==> config.mk <==
export PLATFORM = sky130hd
export DESIGN_NAME = line_edit_buffer_core
export DESIGN_NICKNAME = d
export VERILOG_FILES = /design/src/design/lebuf_pkg.sv /design/src/design/lebuf_ctrl.sv /design/src/design/lebuf_dp.sv /design/src/design/line_edit_buffer_core.sv
export SDC_FILE = /design/constraint.sdc
export NUM_CORES = 1
export LEC_CHECK = 0
export BUFFER_PORTS_ARGS = -buffer_cell sky130_fd_sc_hd__buf_2
export CAP_MARGIN = 20
export CORE_UTILIZATION = 45
export DETAILED_ROUTE_END_ITERATION = 12
export GPL_TIMING_DRIVEN = 0
export PLACE_DENSITY_LB_ADDON = 0.05
export SYNTH_ARGS = -nofsm -noshare
export SYNTH_HDL_FRONTEND = slang
export SYNTH_SLANG_ARGS = --single-unit
==> constraint.sdc <==
create_clock -name clk -period 4.9 [get_ports clk]
set_input_delay 0.245 -clock clk [delete_from_list [all_inputs] [get_ports clk]]
set_output_delay 0.245 -clock clk [all_outputs]
set_load 0.03 [all_outputs]
==> src/design/lebuf_pkg.sv <==
package lebuf_pkg;

    localparam int LINE_DEPTH = 63;
    localparam int CHAR_W     = 8;
    localparam int CNT_W      = $clog2(LINE_DEPTH + 1);
    localparam int ADDR_W     = (LINE_DEPTH > 1) ? $clog2(LINE_DEPTH) : 1;

    localparam logic [CHAR_W-1:0] CH_ERASE   = 8'h23;
    localparam logic [CHAR_W-1:0] CH_KILL    = 8'h40;
    localparam logic [CHAR_W-1:0] CH_NEWLINE = 8'h0A;

    typedef enum logic [1:0] {
        ST_IDLE,
        ST_READ,
        ST_EMIT,
        ST_NEWLINE
    } lebuf_state_t;

    // controller -> datapath
    typedef struct packed {
        logic edit;
        logic start_flush;
        logic rd_issue;
        logic emit_char;
        logic emit_nl;
    } lebuf_cmd_t;

    // datapath -> controller
    typedef struct packed {
        logic is_newline;
        logic pending;
        logic count_zero;
        logic idx_last;
        logic out_free;
    } lebuf_status_t;

endpackage

==> src/design/lebuf_ctrl.sv <==
module lebuf_ctrl
(
    input  logic                    clk,
    input  logic                    rst_n,
    input  logic                    in_valid,
    input  logic                    end_of_text,
    input  lebuf_pkg::lebuf_status_t status,
    output lebuf_pkg::lebuf_cmd_t   cmd,
    output logic                    in_stall
);

    lebuf_pkg::lebuf_state_t state_reg;
    lebuf_pkg::lebuf_state_t state_next;

    always_ff @(posedge clk or negedge rst_n)
    begin
        if (!rst_n)
        begin
            state_reg <= lebuf_pkg::ST_IDLE;
        end
        else
        begin
            state_reg <= state_next;
        end
    end

    always_comb
    begin
        state_next = state_reg;
        cmd        = '0;
        in_stall   = 1'b1;
        case (state_reg)
            lebuf_pkg::ST_IDLE:
            begin
                in_stall = 1'b0;
                if (in_valid)
                begin
                    if ((end_of_text && status.pending) ||
                        (!end_of_text && status.is_newline))
                    begin
                        cmd.start_flush = 1'b1;
                        state_next = status.count_zero ? lebuf_pkg::ST_NEWLINE
                                                       : lebuf_pkg::ST_READ;
                    end
                    else if (!end_of_text)
                    begin
                        cmd.edit = 1'b1;
                    end
                end
            end
            lebuf_pkg::ST_READ:
            begin
                cmd.rd_issue = 1'b1;
                state_next   = lebuf_pkg::ST_EMIT;
            end
            lebuf_pkg::ST_EMIT:
            begin
                if (status.out_free)
                begin
                    cmd.emit_char = 1'b1;
                    state_next = status.idx_last ? lebuf_pkg::ST_NEWLINE
                                                 : lebuf_pkg::ST_READ;
                end
            end
            lebuf_pkg::ST_NEWLINE:
            begin
                if (status.out_free)
                begin
                    cmd.emit_nl = 1'b1;
                    state_next  = lebuf_pkg::ST_IDLE;
                end
            end
            default:
            begin
                state_next = lebuf_pkg::ST_IDLE;
            end
        endcase
    end

endmodule

==> src/design/lebuf_dp.sv <==
module lebuf_dp
(
    input  logic                              clk,
    input  logic                              rst_n,
    input  logic [lebuf_pkg::CHAR_W-1:0]      char_code,
    input  logic                              out_stall,
    input  lebuf_pkg::lebuf_cmd_t             cmd,
    output lebuf_pkg::lebuf_status_t          status,
    output logic                              out_valid,
    output logic [lebuf_pkg::CHAR_W-1:0]      out_char,
    output logic                              last
);

    logic [lebuf_pkg::CHAR_W-1:0] line_mem [lebuf_pkg::LINE_DEPTH];

    logic [lebuf_pkg::CNT_W-1:0]  fill_count_reg;
    logic [lebuf_pkg::CNT_W-1:0]  fill_count_next;
    logic                         pending_reg;
    logic                         pending_next;
    logic [lebuf_pkg::ADDR_W-1:0] rd_idx_reg;
    logic [lebuf_pkg::ADDR_W-1:0] rd_idx_next;
    logic [lebuf_pkg::CHAR_W-1:0] rd_data_reg;
    logic                         out_valid_reg;
    logic                         out_valid_next;
    logic [lebuf_pkg::CHAR_W-1:0] out_char_reg;
    logic                         last_reg;
    logic                         mem_we;
    logic                         not_full;

    assign not_full = fill_count_reg < lebuf_pkg::CNT_W'(lebuf_pkg::LINE_DEPTH);

    always_comb
    begin
        fill_count_next = fill_count_reg;
        pending_next    = pending_reg;
        mem_we          = 1'b0;
        if (cmd.edit)
        begin
            pending_next = 1'b1;
            case (char_code)
                lebuf_pkg::CH_ERASE:
                begin
                    if (fill_count_reg != '0)
                    begin
                        fill_count_next = fill_count_reg - lebuf_pkg::CNT_W'(1);
                    end
                end
                lebuf_pkg::CH_KILL:
                begin
                    fill_count_next = '0;
                end
                default:
                begin
                    // full store: drop the character
                    if (not_full)
                    begin
                        mem_we          = 1'b1;
                        fill_count_next = fill_count_reg + lebuf_pkg::CNT_W'(1);
                    end
                end
            endcase
        end
        if (cmd.emit_nl)
        begin
            fill_count_next = '0;
            pending_next    = 1'b0;
        end
    end

    always_comb
    begin
        rd_idx_next = rd_idx_reg;
        if (cmd.start_flush)
        begin
            rd_idx_next = '0;
        end
        else if (cmd.emit_char)
        begin
            rd_idx_next = rd_idx_reg + lebuf_pkg::ADDR_W'(1);
        end
    end

    always_comb
    begin
        out_valid_next = out_valid_reg;
        if (cmd.emit_char || cmd.emit_nl)
        begin
            out_valid_next = 1'b1;
        end
        else if (!out_stall)
        begin
            out_valid_next = 1'b0;
        end
    end

    always_ff @(posedge clk or negedge rst_n)
    begin
        if (!rst_n)
        begin
            fill_count_reg <= '0;
            pending_reg    <= 1'b0;
            rd_idx_reg     <= '0;
            out_valid_reg  <= 1'b0;
        end
        else
        begin
            fill_count_reg <= fill_count_next;
            pending_reg    <= pending_next;
            rd_idx_reg     <= rd_idx_next;
            out_valid_reg  <= out_valid_next;
        end
    end

    always_ff @(posedge clk)
    begin
        if (mem_we)
        begin
            line_mem[fill_count_reg[lebuf_pkg::ADDR_W-1:0]] <= char_code;
        end
    end

    always_ff @(posedge clk)
    begin
        if (cmd.rd_issue)
        begin
            rd_data_reg <= line_mem[rd_idx_reg];
        end
    end

    always_ff @(posedge clk)
    begin
        if (cmd.emit_char)
        begin
            out_char_reg <= rd_data_reg;
            last_reg     <= 1'b0;
        end
        else if (cmd.emit_nl)
        begin
            out_char_reg <= lebuf_pkg::CH_NEWLINE;
            last_reg     <= 1'b1;
        end
    end

    assign status.is_newline = char_code == lebuf_pkg::CH_NEWLINE;
    assign status.pending    = pending_reg;
    assign status.count_zero = fill_count_reg == '0;
    assign status.idx_last   = ({1'b0, rd_idx_reg} + (lebuf_pkg::ADDR_W + 1)'(1)) ==
                               (lebuf_pkg::ADDR_W + 1)'(fill_count_reg);
    assign status.out_free   = !out_valid_reg || !out_stall;

    assign out_valid = out_valid_reg;
    assign out_char  = out_char_reg;
    assign last      = last_reg;

endmodule

==> src/design/line_edit_buffer_core.sv <==
// Line editor core. Characters come in one item per cycle on the input
// channel while no flush is under way, and build the current line in a
// 63-entry line store: '#' erases the newest stored character (no effect
// on an empty line), '@' kills the whole line, and any other byte is
// appended, or dropped once the store is full. A newline, or end_of_text
// while a line is pending, flushes the line: the stored characters come
// out oldest first with last = 0, followed by a newline (0x0A) with
// last = 1, and the store is cleared. end_of_text with nothing pending
// produces nothing. Editing characters never raise in_stall, so the next
// item is taken right away. A flush holds in_stall high throughout, and
// out_stall on the output stretches it: each stored character costs a
// registered read of the line store and then a load into the output
// register, and the closing newline is loaded last. The output register
// lets the next item enter while the final newline still waits to be taken.
module line_edit_buffer_core
(
    input  logic                          clk,
    input  logic                          rst_n,
    input  logic                          in_valid,
    output logic                          in_stall,
    input  logic [lebuf_pkg::CHAR_W-1:0]  char_code,
    input  logic                          end_of_text,
    output logic                          out_valid,
    input  logic                          out_stall,
    output logic [lebuf_pkg::CHAR_W-1:0]  out_char,
    output logic                          last
);

    lebuf_pkg::lebuf_cmd_t    cmd;
    lebuf_pkg::lebuf_status_t status;

    // Sequencer: decodes accepted items and steps through a flush.
    lebuf_ctrl u_ctrl
    (
        .clk         (clk),
        .rst_n       (rst_n),
        .in_valid    (in_valid),
        .end_of_text (end_of_text),
        .status      (status),
        .cmd         (cmd),
        .in_stall    (in_stall)
    );

    // Line store, fill count, pending flag and output register.
    lebuf_dp u_dp
    (
        .clk       (clk),
        .rst_n     (rst_n),
        .char_code (char_code),
        .out_stall (out_stall),
        .cmd       (cmd),
        .status    (status),
        .out_valid (out_valid),
        .out_char  (out_char),
        .last      (last)
    );

endmodule

==> results of run 1 <==
==> placed cells by master (no fill, tap or decap), drive strengths merged, types with 9 or more instances in the layout <==
cell type	instances
a22oi	19
mux2i	30
dfrtp	16
edfxtp	520
buf	76
xnor2	13
nand2	32
o22ai	15
clkinv	33
o21ai	15
nand3	14
nor2	83
clkbuf	87
a21oi	12
mux4	113
mux2	13
or3	9
==> what timing repair did <==
action | in CTS | in global routing
setup buffers | 0 | 0
hold buffers | 3 | 0
hold endpoints to repair | 18 | 0
==> cells by family after synthesis <==
logic type | Yosys count | synth area share (%)
flops | 537 | 74.8
simple gates | 210 | 4.89
mux | 156 | 14.1
compound gates | 107 | 3.53
buf+inv | 69 | 1.90
xor+xnor | 16 | 0.654
fa+ha+maj | 2 | 0.117
==> cell type report <==
cell class / count / area [µm²] / area share [%]
plain buffers: 61 / 378 / 1.56
clock buffers: 67 / 1460 / 6.04
clock inverters: 35 / 180 / 0.744
inverters: 8 / 30.0 / 0.124
multi-input cells: 491 / 5000 / 20.7
flip-flops and latches: 537 / 16000 / 66.2
well taps: 607 / 759 / 3.14
repair buffers: 38 / 370 / 1.53
==> per-stage QoR <==
stage | worst slack, ps | instances | instance area (µm²)
final | 1170 | 1844 | 24200
after CTS | 1220 | 1842 | 24200
after detailed placement | 700 | 1737 | 22500
after floorplan | 2440 | 1097 | 21400
after global routing | 1030 | 1844 | 24200
after global placement | 365 | 1727 | 22300
==> layer usage <==
| layer | GRT usage [%] | wire length [µm] | vias to the layer above |
|---|---|---|---|
| li1 | - | - | 4718 |
| met1 | 36.9 | 26800 | 6034 |
| met2 | 39.3 | 27900 | 414 |
| met3 | 4.98 | 4090 | 76 |
| met4 | 7.89 | 1420 | 0 |
| met5 | 0 | 0 | - |
==> final timing paths <==
kind                                      from  slack, ps                endpoint
min in group clk                  char_code[1]         90    u_dp.line_mem[38][1]
min                                      rst_n         90  u_dp.fill_count_reg[5]
min reg2reg                          u_dp.last        440               u_dp.last
max reg2reg                u_ctrl.state_reg[1]       1170    u_dp.line_mem[12][3]
max                        u_ctrl.state_reg[1]       1170    u_dp.line_mem[12][3]
max in group asynchronous                rst_n       4520  u_dp.fill_count_reg[3]
==> power by group <==
part | switching, W | leakage [nW] | internal, W
Sequential | 0.0000579 | 4.89 | 0.00520
Combinational | 0.00203 | 1.85 | 0.00127
Clock | 0.00174 | 0.815 | 0.00216
==> out/results.ini, run 1 <==
[routing]
dr.pass1.iters = 9
drtAntennaViolNets = 0
total_number_of_vias = 11242
drt_iter0_markers = 1276
drc = 3
drt-total-wl_um = 60100
avgViaCountPerCell = 6.10
detail_route.wl_per_cell_um = 32.6

[global_routing]
largest_net_degree_at_the_start_of_global_routing = 66
grt_antenna_before_repair = 0
grt_remaining_overflow = 0
first_global_vias = 10948
grt_first_pass_wirelength_um = 84100
track_usage_pct = 25.5

[yosys]
synth.cells.most_frequent = edfxtp_1, mux4_2, nor2_1
async_flop_share_pct = 2.98
synth-edff-count = 520
synth_seq_cells = 537
ys_seq_area_share_pct = 74.8
yosysTopAreaCellShare_pct = 72.8
mappedNetlistNets = 1112
yosysMostFrequentCell = edfxtp_1
synth.top_cells.by_area = edfxtp_1, mux4_2, dfrtp_1
dominantRegCellSynth = edfxtp_1
synthesis.instances = 1097
post_synth_instance_area_mm2 = 0.0214
yosysWarnings = 0
post-synth-top-area-cell = edfxtp_1
post_synth.cell_area_avg_um2 = 19.5
synth.distinct_cells = 62

[final_layout]
fillers = 3770
utilization_pct = 51.8
fin_nets = 1208
largest_register_ffs = 504
antenna_cells = 0
layout-drive-gt1-share_pct = 21.6
area_growth_pct = 13.0

[timing]
count_of_endpoints_failing_setup_in_the_final_report = 0
finalCriticalPeriod_ps = 3730
timing.final.hold_violations = 0
timing.slew.headroom_pct = 23.7
max_freq_ghz = 0.268
final_skew_ps = 33.0
worst_pin_slew_ps = 1140
grt_setup_unrepaired = false
totalNegativeSetupSlack_ps = 0
min_period_over_period_pct = 76.1
timing.hold.ws_ps = 85.7
report.final.slew_viol_count = 0

[outcome]
violations = DRC
outcome = finished with violations

[hold_path]
worstHoldPathType = in2async

[die]
floorplan.initialDensity_pct = 45.9
io_pins = 24
floorplan.rows = 79
die-area_mm2 = 0.0485
die_w_um = 220
design.core.area_mm2 = 0.0468
die_y_um = 220

[clocking]
cts_buffer_depth = 3
clkSlewWorstSetupHoldPaths_ps = 70
clock_buffers_created_by_tritoncts = 56
cts_tree = built
clk-insertion-delay-late_ps = 620
cts.sinks = 537
ctsRootBufferMaster = clkbuf_16
htree_num_levels = 2
post_cts.resized_instances = 0

[worst_setup_path]
crit_path_top_delay_cell = nor2_1
critical_path_class = reg2reg
worst_path_dominant_cell_family = simple AND/OR/NAND/NOR gates
cp_data_arrival_time_ps = 3950
worst_path_largest_cell_delay_ps = 1050
endpoint_kind = flop
cp_data_required_time_ps = 5120
timing.critical_path.fanout_max = 10
critical_path.n_buffers_inverters = 1
cp.depth = 4
ff2ff_path_depth = 4
crit_path_cell_trace = nor4b_1 > clkbuf_1 > nand4b_1 > nor2_1
crit_path_start_kind = flop

[pwr]
irDropWorstVdd_mv = 0.290
total_power_w = 0.0124
cellPowerDensity_mw_per_mm2 = 514
power.leakage_nw = 7.56

[place]
place.gp.congestion = 0.884
dp_hpwl_um = 39400
place.port_buffers = 23

[run]
max_cap_violations = 0

Power figures use the tool's default switching activity.
==> run 2: changes to the inputs <==
Clock period 4.9 ns to 3.55 ns, I/O delays scaled along.
==> out/results.ini, run 2 (synthesized netlist as in run 1, its figures left out) <==
[outcome]
outcome = finished with violations
violations = DRC

[die]
die-area_mm2 = 0.0485  ; unchanged
floorplan.initialDensity_pct = 45.9  ; unchanged
floorplan.rows = 79  ; unchanged
design.core.area_mm2 = 0.0468  ; unchanged
die_y_um = 220  ; unchanged
io_pins = 24  ; unchanged
die_w_um = 220  ; unchanged

[final_layout]
fin_nets = 1220  ; +0.99%
multi_input_comb_area_mm2 = 0.00513  ; +2.6%
area_growth_pct = 14.0
final-instance-count-excl-fill = 1856  ; +0.65%
layout-drive-gt1-share_pct = 26.4  ; +4.8 points
layout_commonest_cell = edfxtp_1
largest_register_ffs = 504  ; unchanged
final-seq-area_mm2 = 0.0160  ; unchanged
layout_common_cells = edfxtp_1, mux4_2, clkbuf_16
utilization_pct = 52.3  ; +0.48 points
fillers = 3775  ; +0.13%
antenna_cells = 0  ; unchanged

[timing]
timing.final.hold_violations = 0  ; unchanged
timing.slew.headroom_pct = 28.1  ; +4.4 points
count_of_endpoints_failing_setup_in_the_final_report = 0  ; unchanged
min_period_over_period_pct = 99.5  ; +23 points
final_skew_ps = 32.6  ; -0.321 ps
timing.hold.ws_ps = 21.2  ; -64.6 ps
worst_pin_slew_ps = 1080  ; -59.8 ps
report.final.slew_viol_count = 0  ; unchanged
layout_setup_ws_ps = 18.4  ; -1150 ps
finalCriticalPeriod_ps = 3530  ; -196 ps
max_freq_ghz = 0.283  ; +5.6%
grt_setup_unrepaired = true

[clocking]
clk-insertion-delay-late_ps = 620  ; about the same
cts.sinks = 537  ; unchanged
clock_buffers_created_by_tritoncts = 56  ; unchanged
clkSlewWorstSetupHoldPaths_ps = 70  ; about the same
cts_tree = built
ctsRootBufferMaster = clkbuf_16
htree_num_levels = 2  ; unchanged
cts_buffer_depth = 3  ; unchanged

[global_routing]
largest_net_degree_at_the_start_of_global_routing = 66  ; unchanged
grt_antenna_before_repair = 0  ; unchanged
first_global_vias = 10942  ; -0.055%
track_usage_pct = 25.5  ; about the same
grt_remaining_overflow = 0  ; unchanged
grt_first_pass_wirelength_um = 84100  ; about the same

[routing]
dr.pass1.iters = 9  ; unchanged
avgViaCountPerCell = 6.10  ; about the same
drt-total-wl_um = 60300  ; +0.22%
total_number_of_vias = 11320  ; +0.69%
drc = 3  ; unchanged
drt_iter0_markers = 1312  ; +2.8%
detail_route.wl_per_cell_um = 32.5  ; -0.43%
drtAntennaViolNets = 0  ; unchanged

[pwr]
irDropWorstVdd_mv = 0.401  ; +38%
power.leakage_nw = 7.61  ; +0.59%
cellPowerDensity_mw_per_mm2 = 705  ; +37%

[place]
place.port_buffers = 23  ; unchanged
dp_cells = 1737  ; unchanged
place_ws_ps = -582  ; -1280 ps
place.gp.congestion = 0.884  ; unchanged
dp_hpwl_um = 39400  ; unchanged

[worst_setup_path]
cp_data_required_time_ps = 3780  ; -1340 ps
ff2ff_path_depth = 4  ; unchanged
endpoint_kind = flop
regToRegSetupSlack_ps = 20  ; -1150 ps
critical_path_class = reg2reg
r2r-end = u_dp.line_mem[8][3]
cp_data_arrival_time_ps = 3760  ; -190 ps
reg2reg_from = u_ctrl.state_reg[1]
crit_path_start_kind = flop
worst_setup_path_startpoint = u_ctrl.state_reg[1]
timing.critical_path.fanout_max = 10  ; unchanged

[run]
max_cap_violations = 0  ; unchanged

[hold_path]
worstHoldPathType = in2async

[run 2: cell count changes in the layout (fill, tap and decap cells not counted)]
cell	change
buf_4	+11
dlygate4sd3_1	+1
nor2_1	-52
nor2_2	+52
[run 2: repair_timing]
action                                  CTS  global route
setup buffers                             0            11
endpoints found under the setup margin  296           419
hold buffers                              4             0
pin swaps                                 0             6
hold endpoints to repair                 22             0
gates resized for setup                  13            39
[run 2: worst max-delay path, cell delays in order, from the launching register on]
cell,delay (ps)
dfrtp_1,460
nor4b_1,440
clkbuf_1,390
nand4b_1,860
nor2_1,980
[run 2: power breakdown]
group,switching (W),internal [W],leakage (nW)
clock network,0.00240,0.00298,0.815
logic,0.00283,0.00176,1.90
registers,0.0000803,0.00717,4.89
[run 2: stage by stage]
stage	total power (W)	instance area, µm²	TNS [ps]
floorplan	0.0101	21400	0
global placement	0.0118	22300	-395480
detailed placement	0.0119	22500	-212490
CTS	0.0173	24200	-18160
global route	0.0178	24400	-2620
finish	0.0172	24400	0
[run 2: how the worst max path moves through the flow]
stage / endpoint / cells past startpoint / slack (ps)
finish: u_dp.line_mem[8][3] / 4 / 20
global route: u_dp.line_mem[8][6] / 4 / -70
CTS: u_dp.line_mem[6][1] / 4 / -120
detailed placement: u_dp.line_mem[5][1] / 5 / -580
global placement: u_dp.line_mem[34][4] / 6 / -920
floorplan: u_dp.line_mem[0][0] / 4 / 1090
[run 2: per-layer routing]
metal / up-vias / part of all wire, % / global-route usage [%]
met1: 6045 / 44 / 37.0
li1: 4739 / - / -
met4: 0 / 2.6 / 7.93
met3: 86 / 7.6 / 4.98
met5: - / 0 / 0
met2: 450 / 46 / 39.2
[run 2: layout make-up]
| class | count | area share [%] |
|---|---|---|
| Clock buffer | 67 | 5.99 |
| Timing Repair Buffer | 50 | 1.89 |
| Clock inverter | 35 | 0.737 |
| Buffer | 61 | 1.55 |
| Inverter | 8 | 0.123 |
| Multi-Input combinational cell | 491 | 21.0 |
| Tap cell | 607 | 3.11 |
| Sequential cell | 537 | 65.6 |
